===== src/rtl/core/bmsd_pkg.sv =====
`default_nettype none
package bmsd_pkg;

   // item field widths
   localparam int CAN_ID_W  = 29;
   localparam int DLC_W     = 4;
   localparam int PAYLOAD_W = 64;
   localparam int SEL_W     = 7;
   localparam int VALUE_W   = 16;
   localparam int BYTE_W    = 8;

   // store geometry
   localparam int NUM_CELLS   = 48;
   localparam int NUM_TEMPS   = 24;
   localparam int NUM_SUMMARY = 6;
   localparam int NUM_META    = 8;
   localparam int CODE_DEPTH  = NUM_CELLS + NUM_TEMPS + NUM_SUMMARY;
   localparam int ADDR_W      = $clog2(CODE_DEPTH + NUM_META);
   localparam int META_IDX_W  = $clog2(NUM_META);
   localparam int WORDS_PER_FRAME = 4;
   localparam int WCNT_W      = $clog2(WORDS_PER_FRAME);
   localparam int NWR_W       = WCNT_W + 1;

   // word store address map
   localparam logic [ADDR_W-1:0] TEMP_BASE = ADDR_W'(NUM_CELLS);
   localparam logic [ADDR_W-1:0] PACK_BASE = ADDR_W'(NUM_CELLS + NUM_TEMPS);
   localparam logic [ADDR_W-1:0] TSUM_BASE = ADDR_W'(NUM_CELLS + NUM_TEMPS + 3);
   localparam logic [ADDR_W-1:0] META_BASE = ADDR_W'(CODE_DEPTH);

   // frame identifiers
   localparam logic [CAN_ID_W-1:0] CELL_FIRST  = 29'h18110181;
   localparam logic [CAN_ID_W-1:0] CELL_LAST   = 29'h18110C81;
   localparam logic [CAN_ID_W-1:0] TEMP_FIRST  = 29'h18120181;
   localparam logic [CAN_ID_W-1:0] TEMP_LAST   = 29'h18120681;
   localparam logic [CAN_ID_W-1:0] ID_PACK     = 29'h18130181;
   localparam logic [CAN_ID_W-1:0] ID_COUNTS   = 29'h18130281;
   localparam logic [CAN_ID_W-1:0] ID_TEMPSUM  = 29'h18130381;
   localparam logic [CAN_ID_W-1:0] ID_RESERVED = 29'h18130481;
   localparam int ID_STEP_SHIFT = 8;

   localparam logic [DLC_W-1:0] DLC_FULL   = 4'd8;
   localparam logic [DLC_W-1:0] DLC_COUNTS = 4'd6;

   localparam logic ACTION_FRAME = 1'b0;
   localparam logic ACTION_READ  = 1'b1;

   // write plan for one decoded frame
   typedef struct packed {
      logic              matched;
      logic [NWR_W-1:0]  nwrites;
      logic [ADDR_W-1:0] base;
      logic              word_remap;
      logic              meta_pack;
      logic              meta_counts;
   } plan_type;

   // sequencer to store controls
   typedef struct packed {
      logic               wr_en;
      logic [ADDR_W-1:0]  wr_addr;
      logic [VALUE_W-1:0] wr_data;
      logic               meta_pack;
      logic               meta_counts;
      logic               rd_en;
      logic [SEL_W-1:0]   rd_sel;
   } store_ctl_type;

   typedef struct packed {
      logic [VALUE_W-1:0] value;
      logic               known;
   } rd_type;

endpackage
`default_nettype wire


===== src/rtl/core/bmsd_if.sv =====
`default_nettype none
interface bmsd_req_if;
   import bmsd_pkg::*;

   logic                 valid;
   logic                 ready;
   logic                 action;
   logic [CAN_ID_W-1:0]  can_id;
   logic [DLC_W-1:0]     dlc;
   logic [PAYLOAD_W-1:0] payload;
   logic [SEL_W-1:0]     read_select;

   modport source (output valid, action, can_id, dlc, payload, read_select, input ready);
   modport sink (input valid, action, can_id, dlc, payload, read_select, output ready);
endinterface

interface bmsd_rsp_if;
   import bmsd_pkg::*;

   logic               valid;
   logic               ready;
   logic               frame_matched;
   logic [VALUE_W-1:0] read_value;
   logic               read_known;

   modport source (output valid, frame_matched, read_value, read_known, input ready);
   modport sink (input valid, frame_matched, read_value, read_known, output ready);
endinterface
`default_nettype wire


===== src/rtl/core/bms_can_frame_decoder.sv =====
`default_nettype none
// channel    | dir | transfer carries
// -----------+-----+---------------------------------------------------
// req_bus    | in  | action, can_id, dlc, payload, read_select
// rsp_bus    | out | frame_matched, read_value, read_known (one per item)
//
// one item at a time; req_bus.ready is high only while the sequencer is idle
// frame: decode, then one store write per word (0, 3 or 4), then the response
// read: store read, then result load, then the response
// the word store has one write port; the decode plan sets the write count
// synchronous reset clears received flags and meta bytes; rsp stalls hold
module bms_can_frame_decoder (
   input  logic        clock,
   input  logic        reset,
   bmsd_req_if.sink    req_bus,
   bmsd_rsp_if.source  rsp_bus
);
   import bmsd_pkg::*;

   // sequencer states
   localparam logic [2:0] S_IDLE   = 3'd0;
   localparam logic [2:0] S_DECODE = 3'd1;
   localparam logic [2:0] S_WRITE  = 3'd2;
   localparam logic [2:0] S_READ   = 3'd3;
   localparam logic [2:0] S_LOAD   = 3'd4;
   localparam logic [2:0] S_RESP   = 3'd5;

   logic [2:0]           state_ff,   state_in;

   // captured item
   logic                 act_ff,     act_in;
   logic [CAN_ID_W-1:0]  id_ff,      id_in;
   logic [DLC_W-1:0]     dlc_ff,     dlc_in;
   logic [PAYLOAD_W-1:0] pay_ff,     pay_in;
   logic [SEL_W-1:0]     sel_ff,     sel_in;

   // write plan and word counter
   logic [ADDR_W-1:0]    base_ff,    base_in;
   logic [NWR_W-1:0]     nwr_ff,     nwr_in;
   logic                 remap_ff,   remap_in;
   logic [WCNT_W-1:0]    cnt_ff,     cnt_in;

   // response register
   logic                 matched_ff, matched_in;
   logic [VALUE_W-1:0]   value_ff,   value_in;
   logic                 known_ff,   known_in;

   logic                 req_xfer;
   logic                 last_write;
   logic [WCNT_W-1:0]    word_sel;
   logic [VALUE_W-1:0]   word;
   plan_type             plan;
   store_ctl_type        ctl;
   rd_type               rd;

   bmsd_decode u_decode (
      .can_id (id_ff),
      .dlc    (dlc_ff),
      .plan   (plan)
   );

   bmsd_store u_store (
      .clock   (clock),
      .reset   (reset),
      .ctl     (ctl),
      .payload (pay_ff),
      .rd      (rd)
   );

   assign req_bus.ready         = (state_ff == S_IDLE);
   assign req_xfer              = req_bus.valid & req_bus.ready;
   assign rsp_bus.valid         = (state_ff == S_RESP);
   assign rsp_bus.frame_matched = matched_ff;
   assign rsp_bus.read_value    = value_ff;
   assign rsp_bus.read_known    = known_ff;

   // word pick for the current write, pack frame skips word 2
   always_comb begin
      word_sel   = (remap_ff && cnt_ff == WCNT_W'(2)) ? WCNT_W'(3) : cnt_ff;
      last_write = (NWR_W'(cnt_ff) + NWR_W'(1)) == nwr_ff;
      case (word_sel)
         2'd0:    word = pay_ff[63:48];
         2'd1:    word = pay_ff[47:32];
         2'd2:    word = pay_ff[31:16];
         default: word = pay_ff[15:0];
      endcase
   end

   // store controls
   always_comb begin
      ctl             = '0;
      ctl.wr_en       = (state_ff == S_WRITE);
      ctl.wr_addr     = base_ff + ADDR_W'(cnt_ff);
      ctl.wr_data     = word;
      ctl.meta_pack   = (state_ff == S_DECODE) && plan.meta_pack;
      ctl.meta_counts = (state_ff == S_DECODE) && plan.meta_counts;
      ctl.rd_en       = (state_ff == S_READ);
      ctl.rd_sel      = sel_ff;
   end

   // sequencer
   always_comb begin
      state_in   = state_ff;
      act_in     = act_ff;
      id_in      = id_ff;
      dlc_in     = dlc_ff;
      pay_in     = pay_ff;
      sel_in     = sel_ff;
      base_in    = base_ff;
      nwr_in     = nwr_ff;
      remap_in   = remap_ff;
      cnt_in     = cnt_ff;
      matched_in = matched_ff;
      value_in   = value_ff;
      known_in   = known_ff;

      case (state_ff)
         S_IDLE: begin
            if (req_xfer) begin
               act_in   = req_bus.action;
               id_in    = req_bus.can_id;
               dlc_in   = req_bus.dlc;
               pay_in   = req_bus.payload;
               sel_in   = req_bus.read_select;
               state_in = (req_bus.action == ACTION_READ) ? S_READ : S_DECODE;
            end
         end
         S_DECODE: begin
            // meta bytes land this cycle, words follow one per cycle
            base_in    = plan.base;
            nwr_in     = plan.nwrites;
            remap_in   = plan.word_remap;
            cnt_in     = '0;
            matched_in = plan.matched;
            value_in   = '0;
            known_in   = 1'b0;
            state_in   = (plan.nwrites != '0) ? S_WRITE : S_RESP;
         end
         S_WRITE: begin
            cnt_in = cnt_ff + WCNT_W'(1);
            if (last_write) begin
               state_in = S_RESP;
            end
         end
         S_READ: begin
            state_in = S_LOAD;
         end
         S_LOAD: begin
            matched_in = 1'b0;
            value_in   = rd.value;
            known_in   = rd.known;
            state_in   = S_RESP;
         end
         S_RESP: begin
            if (rsp_bus.ready) begin
               state_in = S_IDLE;
            end
         end
         default: begin
            state_in = S_IDLE;
         end
      endcase
   end

   always_ff @(posedge clock) begin
      if (reset) begin
         state_ff <= S_IDLE;
         cnt_ff   <= '0;
      end else begin
         state_ff <= state_in;
         cnt_ff   <= cnt_in;
      end
   end

   always_ff @(posedge clock) begin
      act_ff     <= act_in;
      id_ff      <= id_in;
      dlc_ff     <= dlc_in;
      pay_ff     <= pay_in;
      sel_ff     <= sel_in;
      base_ff    <= base_in;
      nwr_ff     <= nwr_in;
      remap_ff   <= remap_in;
      matched_ff <= matched_in;
      value_ff   <= value_in;
      known_ff   <= known_in;
   end

endmodule
`default_nettype wire


===== src/rtl/core/bmsd_decode.sv =====
`default_nettype none
module bmsd_decode (
   input  logic [bmsd_pkg::CAN_ID_W-1:0] can_id,
   input  logic [bmsd_pkg::DLC_W-1:0]    dlc,
   output bmsd_pkg::plan_type            plan
);
   import bmsd_pkg::*;

   logic                is_cell;
   logic                is_temp;
   logic                is_pack;
   logic                is_counts;
   logic                is_tsum;
   logic                is_resv;
   logic [CAN_ID_W-1:0] first_id;
   logic [CAN_ID_W-1:0] id_diff;
   logic [3:0]          group;
   logic [ADDR_W-1:0]   group_base;

   always_comb begin
      is_cell   = (can_id inside {[CELL_FIRST:CELL_LAST]}) && (dlc == DLC_FULL);
      is_temp   = (can_id inside {[TEMP_FIRST:TEMP_LAST]}) && (dlc == DLC_FULL);
      is_pack   = (can_id == ID_PACK) && (dlc >= DLC_FULL);
      is_counts = (can_id == ID_COUNTS) && (dlc >= DLC_COUNTS);
      is_tsum   = (can_id == ID_TEMPSUM) && (dlc >= DLC_FULL);
      is_resv   = (can_id == ID_RESERVED);

      // ranges are disjoint, so one subtractor serves both
      first_id   = is_temp ? TEMP_FIRST : CELL_FIRST;
      id_diff    = can_id - first_id;
      group      = id_diff[ID_STEP_SHIFT+3:ID_STEP_SHIFT];
      group_base = ADDR_W'({group, 2'b00});

      plan             = '0;
      plan.matched     = is_cell | is_temp | is_pack | is_counts | is_tsum | is_resv;
      plan.meta_pack   = is_pack;
      plan.meta_counts = is_counts;
      if (is_cell) begin
         plan.nwrites = NWR_W'(WORDS_PER_FRAME);
         plan.base    = group_base;
      end else if (is_temp) begin
         plan.nwrites = NWR_W'(WORDS_PER_FRAME);
         plan.base    = TEMP_BASE + group_base;
      end else if (is_pack) begin
         // pack voltage sits in word 3, not word 2
         plan.nwrites    = NWR_W'(3);
         plan.base       = PACK_BASE;
         plan.word_remap = 1'b1;
      end else if (is_tsum) begin
         plan.nwrites = NWR_W'(3);
         plan.base    = TSUM_BASE;
      end
   end

endmodule
`default_nettype wire


===== src/rtl/core/bmsd_store.sv =====
`default_nettype none
module bmsd_store (
   input  logic                           clock,
   input  logic                           reset,
   input  bmsd_pkg::store_ctl_type        ctl,
   input  logic [bmsd_pkg::PAYLOAD_W-1:0] payload,
   output bmsd_pkg::rd_type               rd
);
   import bmsd_pkg::*;

   localparam logic [1:0] CLS_NONE = 2'd0;
   localparam logic [1:0] CLS_CODE = 2'd1;
   localparam logic [1:0] CLS_META = 2'd2;

   logic [VALUE_W-1:0]    code_mem [CODE_DEPTH];
   logic [CODE_DEPTH-1:0] known_ff;
   logic [BYTE_W-1:0]     meta_ff  [NUM_META];

   logic [VALUE_W-1:0]    rd_code_ff;
   logic                  rd_bit_ff;
   logic [BYTE_W-1:0]     rd_meta_ff;
   logic [1:0]            rd_cls_ff;

   logic [1:0]            cls;
   logic [ADDR_W-1:0]     meta_off;
   logic [META_IDX_W-1:0] meta_idx;

   always_comb begin
      meta_off = ctl.rd_sel - META_BASE;
      meta_idx = meta_off[META_IDX_W-1:0];
      if (ctl.rd_sel < META_BASE) begin
         cls = CLS_CODE;
      end else if (ctl.rd_sel < META_BASE + ADDR_W'(NUM_META)) begin
         cls = CLS_META;
      end else begin
         cls = CLS_NONE;
      end
   end

   // word store, one write port, registered read
   always_ff @(posedge clock) begin
      if (ctl.wr_en) begin
         code_mem[ctl.wr_addr] <= ctl.wr_data;
      end
      if (ctl.rd_en) begin
         rd_code_ff <= code_mem[ctl.rd_sel];
         rd_meta_ff <= meta_ff[meta_idx];
      end
   end

   always_ff @(posedge clock) begin
      if (reset) begin
         known_ff  <= '0;
         rd_bit_ff <= 1'b0;
         rd_cls_ff <= CLS_NONE;
      end else begin
         if (ctl.wr_en) begin
            known_ff[ctl.wr_addr] <= 1'b1;
         end
         if (ctl.rd_en) begin
            rd_bit_ff <= (cls == CLS_CODE) ? known_ff[ctl.rd_sel] : 1'b0;
            rd_cls_ff <= cls;
         end
      end
   end

   // meta bytes, big-endian byte 0 in the top of the payload
   always_ff @(posedge clock) begin
      if (reset) begin
         for (int i = 0; i < NUM_META; i++) begin
            meta_ff[i] <= '0;
         end
      end else begin
         if (ctl.meta_pack) begin
            meta_ff[0] <= payload[PAYLOAD_W-1-4*BYTE_W -: BYTE_W];
            meta_ff[1] <= payload[PAYLOAD_W-1-5*BYTE_W -: BYTE_W];
         end
         if (ctl.meta_counts) begin
            for (int k = 0; k < 6; k++) begin
               meta_ff[2+k] <= payload[PAYLOAD_W-1-k*BYTE_W -: BYTE_W];
            end
         end
      end
   end

   always_comb begin
      case (rd_cls_ff)
         CLS_CODE: begin
            rd.known = rd_bit_ff;
            rd.value = rd_bit_ff ? rd_code_ff : '0;
         end
         CLS_META: begin
            rd.known = 1'b1;
            rd.value = VALUE_W'(rd_meta_ff);
         end
         default: begin
            rd.known = 1'b0;
            rd.value = '0;
         end
      endcase
   end

endmodule
`default_nettype wire

===== src/flat_wrapper.sv =====
// flat-port wrapper written by rule: the top's interface ports become plain ports
module bms_can_frame_decoder_flat import bmsd_pkg::*;
  (clock, reset, req_bus_valid, req_bus_action, req_bus_can_id, req_bus_dlc, req_bus_payload, req_bus_read_select, req_bus_ready, rsp_bus_valid, rsp_bus_frame_matched, rsp_bus_read_value, rsp_bus_read_known, rsp_bus_ready);
  bmsd_req_if req_bus_i ();
  bmsd_rsp_if rsp_bus_i ();
  input  logic clock;
  input  logic reset;
  input wire logic [$bits(req_bus_i.valid)-1:0] req_bus_valid;
  input wire logic [$bits(req_bus_i.action)-1:0] req_bus_action;
  input wire logic [$bits(req_bus_i.can_id)-1:0] req_bus_can_id;
  input wire logic [$bits(req_bus_i.dlc)-1:0] req_bus_dlc;
  input wire logic [$bits(req_bus_i.payload)-1:0] req_bus_payload;
  input wire logic [$bits(req_bus_i.read_select)-1:0] req_bus_read_select;
  output wire logic [$bits(req_bus_i.ready)-1:0] req_bus_ready;
  output wire logic [$bits(rsp_bus_i.valid)-1:0] rsp_bus_valid;
  output wire logic [$bits(rsp_bus_i.frame_matched)-1:0] rsp_bus_frame_matched;
  output wire logic [$bits(rsp_bus_i.read_value)-1:0] rsp_bus_read_value;
  output wire logic [$bits(rsp_bus_i.read_known)-1:0] rsp_bus_read_known;
  input wire logic [$bits(rsp_bus_i.ready)-1:0] rsp_bus_ready;
  assign req_bus_i.valid = req_bus_valid;
  assign req_bus_i.action = req_bus_action;
  assign req_bus_i.can_id = req_bus_can_id;
  assign req_bus_i.dlc = req_bus_dlc;
  assign req_bus_i.payload = req_bus_payload;
  assign req_bus_i.read_select = req_bus_read_select;
  assign req_bus_ready = req_bus_i.ready;
  assign rsp_bus_valid = rsp_bus_i.valid;
  assign rsp_bus_frame_matched = rsp_bus_i.frame_matched;
  assign rsp_bus_read_value = rsp_bus_i.read_value;
  assign rsp_bus_read_known = rsp_bus_i.read_known;
  assign rsp_bus_i.ready = rsp_bus_ready;
  bms_can_frame_decoder u_core (.clock(clock), .reset(reset), .req_bus(req_bus_i), .rsp_bus(rsp_bus_i));
endmodule

===== config.mk =====
export PLATFORM = sky130hd
export DESIGN_NAME = bms_can_frame_decoder_flat
export DESIGN_NICKNAME = d
export VERILOG_FILES = /design/src/rtl/core/bmsd_pkg.sv /design/src/rtl/core/bmsd_if.sv /design/src/rtl/core/bms_can_frame_decoder.sv /design/src/rtl/core/bmsd_decode.sv /design/src/rtl/core/bmsd_store.sv /design/src/flat_wrapper.sv
export SDC_FILE = /design/constraint.sdc
export NUM_CORES = 2
export LEC_CHECK = 0
export ABC_CLOCK_PERIOD_IN_PS = 13500
export BUFFER_PORTS_ARGS = -buffer_cell sky130_fd_sc_hd__buf_2
export CAP_MARGIN = 10
export CORE_MARGIN = 3
export CORE_UTILIZATION = 60
export CTS_BUF_LIST = sky130_fd_sc_hd__clkbuf_4
export DETAILED_ROUTE_END_ITERATION = 8
export PLACE_DENSITY_LB_ADDON = 0.08
export SKIP_LAST_GASP = 1
export SYNTH_ARGS = -nofsm -noshare
export SYNTH_HDL_FRONTEND = slang
export SYNTH_SLANG_ARGS = --single-unit

===== constraint.sdc =====
create_clock -name clock -period 13.5 [get_ports clock]
set_input_delay 2.7 -clock clock [delete_from_list [all_inputs] [get_ports clock]]
set_output_delay 2.7 -clock clock [all_outputs]
set_load 0.03 [all_outputs]

# [Word-level counts from Yosys, hierarchy flattened]
# Memory sizes are Yosys's and may differ from the RTL's. A register that Yosys moved wholly into a read port is not among the register bits.
# Cells that the tools add are included.
[totals] wordCells=133 inputBits=109 mem_bits_rw=1312 n_memories=2 regBits=219 output_inout_bits=20
[op_classes] eq_ne=20 reduce_logical=19 order_cmp=11 bitwise=15 n_addsub=6 muxes=44
[memory_table] name="u_core.u_store.code_mem" depth=78 width=16 rd=1 rd_ports_with_merged_regs=1 write_ports=1 line_no="bmsd_store.sv:15" rtl="logic [VALUE_W-1:0] code_mem [CODE_DEPTH];"
[memory_table] name="u_core.u_store.meta_ff" depth=8 width=8 rd=1 rd_ports_with_merged_regs=1 write_ports=8 line_no="bmsd_store.sv:17" rtl="logic [BYTE_W-1:0] meta_ff [NUM_META];"
[op_table] operator="== test 29 bit, second input constant" count=4
[op_table] operator="bitwise OR 78 bit" count=1
[op_table] operator="2-to-1 mux 8 bit" count=8
[op_table] operator=">= comparator 29 bit, second input constant" count=2
[op_table] operator="<= comparator 29 bit, second input constant" count=2
[op_table] operator="one-hot mux 16 bit (3 select lines)" count=1
[op_table] operator="one-hot mux 17 bit (2 select lines)" count=1
[op_table] operator="one-hot mux 16 bit (2 select lines)" count=1
[op_table] operator="2-to-1 mux 10 bit" count=3
[op_table] operator="one-hot mux 3 bit (6 select lines)" count=1
[op_table] operator="< comparator 7 x 8 -> 1 bit, second input constant" count=2
[op_table] operator="2-to-1 mux 16 bit" count=1
[op_table] operator="< comparator 7 bit, second input constant" count=2
[op_table] operator="2-to-1 mux 1 bit" count=14
[op_table] operator="bitwise OR 1 bit" count=13
[op_table] operator="2-to-1 mux 3 bit" count=4
[op_table] operator="subtractor 12 bit, second input constant" count=1
[op_table] operator="logical AND 1 bit" count=11
[op_table] operator="2-to-1 mux 9 bit" count=1
[op_table] operator="2-to-1 mux 2 bit" count=4
[op_table] operator="adder 6 x 6 -> 7 bit, first input constant" count=1
[op_table] operator="adder 7 x 2 -> 7 bit" count=1
[op_table] operator="binary-select mux 1 bit (select 7 bit)" count=1
[op_table] operator="demux 1 bit (select 7 bit)" count=1
[op_table] operator="25 further kinds" count=34

# [Longest topological paths before layout]
[logic_depth] ltp_word=9 mapped_depth=11 depth_no_buf=9

# [Hierarchy]
# From an unflattened synthesis, not the netlist that was laid out.
[hier_totals] cells_unflattened=2944 area_unflattened_um2=60299.1
[modules_own_cells] module="bmsd_store" area_per_inst_um2=54760.0 instances=1 cells_each=2593 seq_area_each_um2=41740.0
[modules_own_cells] module="bms_can_frame_decoder" area_per_inst_um2=5023.6 instances=1 cells_each=279 seq_area_each_um2=4093.9
[modules_own_cells] module="bmsd_decode" area_per_inst_um2=515.5 instances=1 cells_each=72 seq_area_each_um2=0.0

# [Worst setup path before layout]
# No wires, ideal clock.
[synth_path] kind="register to register" start="register u_core.id_ff[1]" end="memory u_core.u_store.meta_ff[2][0] (enable)" stages_incl_launch_ff=5 n_path_buf=0 slack_ps=6547 arrival_ps=6368 setup_ps=586 synth_period_minus_slack_ps=6953 required_ps=12914 cell_sequence="edfxtp_1 > or4_4 > nor4_4 > nand4_1 > o41ai_1"
[synth_rtl] element="start: declaration" line_no="bms_can_frame_decoder.sv:32" rtl="logic [CAN_ID_W-1:0] id_ff, id_in;"
[synth_rtl] element="start signal: assignment" line_no="bms_can_frame_decoder.sv:177" rtl="id_ff <= id_in;"
[synth_rtl] element="end: declaration" line_no="bmsd_store.sv:17"

# [Worst setup path in the final report]
[layout_path] start="register u_core.state_ff[2]" end="output req_bus_ready"
[layout_via] elab_chain_len=1
[layout_lines] element="start: declaration" line_no="bms_can_frame_decoder.sv:28" rtl="logic [2:0] state_ff, state_in;"
[layout_lines] element="start signal: assignment" line_no="bms_can_frame_decoder.sv:170" rtl="state_ff <= state_in;"
[layout_lines] element="zero test 3 bit" line_no="bms_can_frame_decoder.sv:70" rtl="assign req_bus.ready = (state_ff == S_IDLE);"
[layout_lines] element="end: declaration" line_no="flat_wrapper.sv:14" rtl="output wire logic [$bits(req_bus_i.ready)-1:0] req_bus_ready;"
# Every way passes these cells.

==> flow_metrics.env <==
export IMPL_clockRootBuffer="clkbuf_4"
export IMPL_vdd_drop_max_uv=146
export IMPL_htreeDepth=5
export IMPL_gr_usage_all_layers=0.290
export IMPL_synth_ff_type="edfxtp_1"
export IMPL_cts_buffer_depth=4
export IMPL_clk_pin_slew_ps=60
export IMPL_netlist_instances=2805
export IMPL_antenna_found_initial=7
export IMPL_core_area_sq_um=98700
export IMPL_final_core_util=0.682
export IMPL_critPathSlowestCell="nor3_1"
export IMPL_num_io_pins=129
export IMPL_worstPathRequired_ps=10800
export IMPL_slew_viol_final=0
export IMPL_cts_resized=0
export IMPL_via_per_inst=6.41
export IMPL_drt_iter0_markers=3886
export IMPL_synth_area_leaders="edfxtp_1 74%, mux4_2 15%, dfxtp_1 2.9%"
export IMPL_slew_headroom=0.198
export IMPL_synth_most_common_cell="edfxtp_1"
export IMPL_worstPathArrival_ps=2310
export IMPL_dp_cells=4189
export IMPL_ys_types=71
export IMPL_synth_seq_cells=1553
export IMPL_start_kind="register"
export IMPL_cts_tree="built"
export IMPL_finalCritPeriodShare=0.371
export IMPL_skew_ps=101
export IMPL_grt_start_max_net_pins=147
export IMPL_fp_dieH_um=322
export IMPL_cts_sinks=1553
export IMPL_setup_viol=0
export IMPL_crit_type="reg -> out"
export IMPL_dr_pass1_iters=7
export IMPL_total_power_uw=11600
export IMPL_async_flop_share=0
export IMPL_worstPathMaxFanout=9
export IMPL_die_x_um=322
export IMPL_hold_class="reg -> reg"
export IMPL_die_area_sq_um=104000
export IMPL_port_buffers=128
export IMPL_worst_pin_slew_ps=1200
export IMPL_status="finished clean"
export IMPL_synth_edff_count=1467
export IMPL_yosys_area_top_type="edfxtp_1"
export IMPL_finalNetCount=3418
export IMPL_routedWlPerCell_um=30.1
export IMPL_synth_area_sq_um=59800
export IMPL_grt_ovfl_total=0
export IMPL_initial_core_util=0.606
export IMPL_rsz0062_at_grt="false"
export IMPL_via_count=31100
export IMPL_worstSkewPairLatency_ps=1190
export IMPL_post_cts_setup_buffers=0
export IMPL_tns_ps=0
export IMPL_synth_common_cells="1467 x edfxtp_1, 390 x mux4_2, 144 x nor2_1, 92 x clkbuf_1, 86 x dfxtp_1"
export IMPL_stdcell_count=4855
export IMPL_post_route_drc_count=0
export IMPL_slowest_delay_ps=520
export IMPL_grt_pass1_wl_um=214000
export IMPL_yosys_warnings=0
export IMPL_gp_congestion=0.843
export IMPL_p_per_area_nw_per_um2=173
export IMPL_whs_ps=463
export IMPL_place_hpwl_um=86100
export IMPL_drive_gt1_frac=0.368
export IMPL_ant_nets=0
export IMPL_rows=115
export IMPL_synth_area_per_cell_sq_um=21.3
export IMPL_setup_worst_path_end_class="output port"
export IMPL_multi_input_comb_area_sq_um=13600
export IMPL_synth_nets=2925
export IMPL_fmax_mhz=200
export IMPL_p_leak_uw=0.0223
export IMPL_first_global_vias=32200
export IMPL_crit_chain="nor3_1 > buf_2"
export IMPL_fill_cells=6378
export IMPL_regArea_sq_um=45800
export IMPL_synth_top_area_share=0.736
export IMPL_hold_buffers=0
export IMPL_drv_cap=0
export IMPL_hold_viol=0
export IMPL_routed_wl_um=146000
export IMPL_numCtsBuffers=393
export IMPL_areaGrowthSynthToFinish_pct=12.5
export IMPL_ys_seq_area_frac=0.765
export IMPL_fin_crit_ps=5010
[cell usage in the layout, fill, tap and decap left out, types with 4 or more instances in the layout]
cell type / count
nor3_1: 8
a221oi_1: 16
or2_2: 4
buf_12: 4
o21a_1: 73
mux4_2: 390
a222oi_1: 16
dfxtp_1: 86
and3_1: 34
nand2_1: 43
o22ai_1: 16
clkbuf_4: 585
nor2_1: 142
or3_1: 8
buf_2: 128
a31oi_1: 5
o211ai_1: 18
nand3_1: 13
a21o_1: 4
o21ai_0: 20
clkinv_1: 61
a21oi_4: 17
xor2_1: 5
a21boi_0: 16
clkinvlp_4: 5
inv_2: 7
nand3b_1: 5
mux2_2: 26
inv_1: 8
a22oi_1: 25
edfxtp_1: 1467
nor2b_1: 21
buf_4: 123
and2_1: 27
mux2i_1: 37
o31ai_1: 18
ha_1: 10
a21oi_1: 16
clkinv_2: 6
[metal layers]
| metal | wire length, um | part of all wire | vias up | GRT usage |
|---|---|---|---|---|
| met2 | 71000 | 0.49 | 1711 | 0.452 |
| met4 | 4340 | 0.030 | 0 | 0.103 |
| met1 | 57700 | 0.39 | 16100 | 0.412 |
| li1 | - | - | 13000 | - |
| met5 | 0 | 0 | - | 0 |
| met3 | 13200 | 0.090 | 244 | 0.0679 |
[area by class of cell]
cell class                 count  area share
multi-input combinational   1084       0.201
clock buffer                 585      0.0652
antenna                        2   0.0000743
inverter                      11    0.000650
tap                         1287      0.0239
timing repair buffer         255      0.0244
clock inverter                78     0.00481
sequential                  1553       0.680
[metrics by stage]
stage / area, sq um / setup slack [ps]
3_3_place_gp: 62600 / 8910
6_report: 67400 / 8490
2_1_floorplan: 59800 / 6550
5_1_grt: 67400 / 8380
3_5_place_dp: 62600 / 8930
4_1_cts: 67300 / 8390
[critical path: cells and delay by family (launching register included)]
kind	cells	cell delay, ps
simple gates	1	520
flops	1	380
buf+inv	1	310
[worst paths after layout]
check | from | to | slack (ps) | cells after the start
min reg2reg | u_core.u_store.known_ff[46]$_SDFFE_PP0P_ | u_core.u_store.known_ff[46]$_SDFFE_PP0P_ | 460 | 1
max reg2reg | u_core.sel_ff[0]$_DFFE_PP_ | u_core.u_store.rd_code_ff[6]$_DFFE_PP_ | 9030 | 8
min | u_core.u_store.known_ff[46]$_SDFFE_PP0P_ | u_core.u_store.known_ff[46]$_SDFFE_PP0P_ | 460 | 1
max | u_core.state_ff[2]$_SDFFE_PP0P_ | req_bus_ready | 8490 | 2
[state kept, by name (all words and copies together), names as in the netlist]
signal / cells
u_core.u_store.code_mem: 1248
u_core.u_store.known_ff: 78
u_core.pay_ff: 64
u_core.u_store.meta_ff: 64
u_core.id_ff: 29
u_core.rsp_bus.read_value: 16
u_core.u_store.rd_code_ff: 16
u_core.u_store.rd_meta_ff: 8
u_core.sel_ff: 7
u_core.base_ff: 6
u_core.dlc_ff: 4
u_core.state_ff: 3
u_core.cnt_ff: 2
u_core.nwr_ff: 2
u_core.u_store.rd_cls_ff: 2
u_core.remap_ff: 1
u_core.rsp_bus.frame_matched: 1
u_core.rsp_bus.read_known: 1
u_core.u_store.rd_bit_ff: 1
[kinds of logic after synthesis]
| kind of cell | synth area share |
|---|---|
| and+or+nand+nor | 0.0273 |
| muxes | 0.158 |
| DFF | 0.765 |
| adders and majority gates | 0.00243 |
| AOI/OAI and AO/OA | 0.0344 |
| buffers and inverters | 0.0120 |
| xor gates and xnor gates | 0.00117 |
[power by group]
group	switching (uW)	internal (uW)
clock network	1770	1960
logic	1350	682
registers	110	5770
total	3230	8410
Note: power is estimated with default switching activity, not from simulation.
